==> config.mk <==
export PLATFORM = sky130hd
export DESIGN_NAME = fts_ram
export DESIGN_NICKNAME = d
export VERILOG_FILES = /design/src/rtl/core/fts_ram.sv
export SDC_FILE = /design/constraint.sdc
export NUM_CORES = 1
export LEC_CHECK = 0
export BUFFER_PORTS_ARGS = -buffer_cell sky130_fd_sc_hd__buf_2
export CORE_MARGIN = 2
export CORE_UTILIZATION = 40
export CTS_CLUSTER_SIZE = 20
export DETAILED_ROUTE_END_ITERATION = 16
export HOLD_SLACK_MARGIN = 0.05
export SYNTH_ARGS = -nofsm -noshare
export SYNTH_HDL_FRONTEND = slang
export SYNTH_SLANG_ARGS = --single-unit
==> constraint.sdc <==
create_clock -name clk -period 5.89 [get_ports clk]
set_input_delay 0.589 -clock clk [delete_from_list [all_inputs] [get_ports clk]]
set_output_delay 0.589 -clock clk [all_outputs]
set_load 0.01 [all_outputs]
==> src/rtl/core/fts_ram.sv <==
// Generic single-write, single-read RAM with registered read data.
module fts_ram #(
	parameter int WIDTH = 8,
	parameter int DEPTH = 64
) (
	input  logic                                   clk,
	input  logic                                   we,
	input  logic [((DEPTH > 1) ? $clog2(DEPTH) : 1)-1:0] waddr,
	input  logic [WIDTH-1:0]                       wdata,
	input  logic [((DEPTH > 1) ? $clog2(DEPTH) : 1)-1:0] raddr,
	output logic [WIDTH-1:0]                       rdata
);

	logic [WIDTH-1:0] mem_q [DEPTH];

	// Write port and registered read port
	always_ff @(posedge clk) begin
		if (we) begin
			mem_q[waddr] <= wdata;
		end
		rdata <= mem_q[raddr];
	end

endmodule
==> results.sh <==
export IMPL_synth_cell_area_mm2=0.0202
export IMPL_gr_total_overflow=0
export IMPL_cp_end_kind="flip-flop"
export IMPL_grt_usage=0.173
export IMPL_skew_ps=9.06
export IMPL_hold_viol=0
export IMPL_ys_ff_latch=520
export IMPL_reg2reg_depth=4
export IMPL_portBuffers=29
export IMPL_max_freq_mhz=369
export IMPL_initialDrtViolationCount=1088
export IMPL_hp_class="input pin to flip-flop"
export IMPL_status="finished clean"
export IMPL_dr_pass1_iters=5
export IMPL_ys_top_cells_by_count="edfxtp_1, mux4_2, nor2_1"
export IMPL_num_fill_cells=4172
export IMPL_start_util=0.404
export IMPL_antenna_found_initial=1
export IMPL_post_layout_nonfiller_instances=1696
export IMPL_cp_data_arrival_time_ps=3140
export IMPL_power_density_mw_per_mm2=341
export IMPL_dp_hpwl_um=26300
export IMPL_period_minus_slack_ps=2710
export IMPL_cp_required_ps=6320
export IMPL_drv_slew=0
export IMPL_hold_end="rdata[2]$_DFF_P_"
export IMPL_clk_latency_ps=560
export IMPL_dp_cells=1607
export IMPL_routedWlPerCell_um=26.3
export IMPL_tns_ps=0
export IMPL_rows=82
export IMPL_cts_buffers_inserted=49
export IMPL_report_power_total_w=0.00772
export IMPL_rsz0062_at_grt="no"
export IMPL_yosysSeqAreaShare=0.770
export IMPL_dieArea_mm2=0.0522
export IMPL_nets=1008
export IMPL_die_w_um=229
export IMPL_yosysTopAreaCell="edfxtp_1"
export IMPL_pin_count=30
export IMPL_slew_headroom=0.174
export IMPL_ant_nets=0
export IMPL_critical_path_class="input pin to flip-flop"
export IMPL_r2r_start="mem_q[50][6]$_DFFE_PP_"
export IMPL_vdd_ir_drop_worst_mv=0.212
export IMPL_grt_pass1_vias=9656
export IMPL_grt_first_pass_wirelength_um=66800
export IMPL_drt_total_wl_um=44700
export IMPL_route_met3_wl_um=2270
export IMPL_synth_most_common_cell="edfxtp_1"
export IMPL_postSynthCellCount=940
export IMPL_avgSynthCellArea_um2=21.5
export IMPL_ys_top_cells_by_area="edfxtp_1, mux4_2, nor2_1"
export IMPL_clk_path_buf_depth=3
export IMPL_rrSetupSlack_ps=3960
export IMPL_cts_resized=0
export IMPL_vias=9399
export IMPL_die_height_um=229
export IMPL_reg2reg_to="rdata[6]$_DFF_P_"
export IMPL_holdPathStages=3
export IMPL_cts_root_buf="clkbuf_16"
export IMPL_drive_above_1_share=0.255
export IMPL_pre_cts_slack_ps=2520
export IMPL_postLayoutCellArea_mm2=0.0226
export IMPL_yosysUniqueCellTypes=40
export IMPL_core_mm2=0.0500
export IMPL_cts_tree="built"
export IMPL_placed_area_mm2=0.0210
export IMPL_yosysWarnings=0
export IMPL_crit_path_max_fanout=46
export IMPL_synth_edff_count=512
export IMPL_p_leak_nw=6.97
export IMPL_synth_nets=962
export IMPL_max_cap_violations=0
export IMPL_vias_per_cell=5.54
export IMPL_routed_top_layer="met5"
export IMPL_wl_met1_um=19800
export IMPL_min_from="raddr[5]"
export IMPL_gp_congestion=0.769
export IMPL_netlist_area_leader_share=0.762
export IMPL_cts_setup_buffers=0
export IMPL_drc_errors=0
export IMPL_ys_flop_type="edfxtp_1"
export IMPL_cts_clk_slew_worst_paths_ps=70
export IMPL_setup_slack_ps=3180
export IMPL_start_kind="input pin"
export IMPL_area_growth_pct=12.3
export IMPL_fin_crit_sh=0.460
export IMPL_cts_hold_buf=0
export IMPL_seqCellArea_mm2=0.0155
export IMPL_route_met2_wl_um=21500
export IMPL_multi_input_area_mm2=0.00432
export IMPL_grt_max_degree=65
export IMPL_tightest_slew_ps=1240
export IMPL_htreeDepth=2
export IMPL_finalSetupViolCount=0
export IMPL_cts_sink_count=520
export IMPL_synthArstFlopShare=0
[sequential cells by signal, summed over array words and instances, names as in the netlist]
name and flops:
rdata 8, mem_q 512
[critical path, cell delays in order]
cell	delay, ps
clkbuf_8	430
buf_4	560
mux4_2	570
mux2_2	280
o221a_2	270
nor3_1	240
o32ai_1	140
[through the flow]
step	util	hold WS (ps)
global route	0.453	546
detailed placement	0.420	852
floorplan	-	688
global placement	0.420	822
finish	0.453	512
CTS	0.453	488
[report_power, final]
part | leakage, nW | total (W) | switching [W] | internal [W]
Sequential | 4.67 | 0.00411 | 0.0000113 | 0.00410
Clock | 0.809 | 0.00324 | 0.00132 | 0.00192
Combinational | 1.48 | 0.000370 | 0.000233 | 0.000137
[layout make-up]
type | instances | area share
clock inverters | 28 | 0.0150
well taps | 672 | 0.0371
diodes | 1 | 0.000111
clock buffers | 60 | 0.0578
flip-flops and latches | 520 | 0.686
repair buffers | 46 | 0.0132
multi-input cells | 369 | 0.191
[how the worst max path moves through the flow]
stage | slack [ps] | depth (start not counted) | end | startpoint
global route | 3000 | 7 | rdata[6]$_DFF_P_ | raddr[0]
CTS | 3120 | 7 | rdata[6]$_DFF_P_ | raddr[0]
floorplan | 3630 | 7 | rdata[3]$_DFF_P_ | raddr[1]
finish | 3180 | 7 | rdata[6]$_DFF_P_ | raddr[0]
global placement | 2550 | 7 | rdata[6]$_DFF_P_ | raddr[0]
detailed placement | 2520 | 7 | rdata[6]$_DFF_P_ | raddr[0]
[per-layer routing]
| layer | vias to the layer above | track usage |
|---|---|---|
| met5 | - | 0 |
| met4 | 2 | 0.0525 |
| met3 | 73 | 0.0273 |
| met2 | 296 | 0.275 |
| met1 | 5011 | 0.249 |
| li1 | 4017 | - |
[placed cells by master, fill, tap and decap left out, types with 4 or more instances in the layout]
cell and n:
edfxtp_1 512, mux4_2 126, nor2_1 83, clkbuf_16 49, buf_2 26, mux2i_1 23, nand2_1 19, buf_4 18
nor2b_1 14, mux2_2 13, nand3_1 13, clkinv_2 10, o221ai_1 8, o22ai_1 8, bufinv_16 8, dfxtp_1 8
nand2b_1 7, nor3_1 7, clkinv_1 7, clkbuf_1 7, a221oi_1 6, clkbuf_8 5, a211oi_1 4
[cells by family (layout without fill, tap and decap cells)]
logic type	count (synthesis)	in the layout	share of synthesized area
flops	520	520	0.770
mux	162	162	0.159
simple gates	153	153	0.0339
compound gates	54	54	0.0207
buf+inv	51	134	0.0157
other cells	0	1	0
Power figures use the tool's default switching activity.
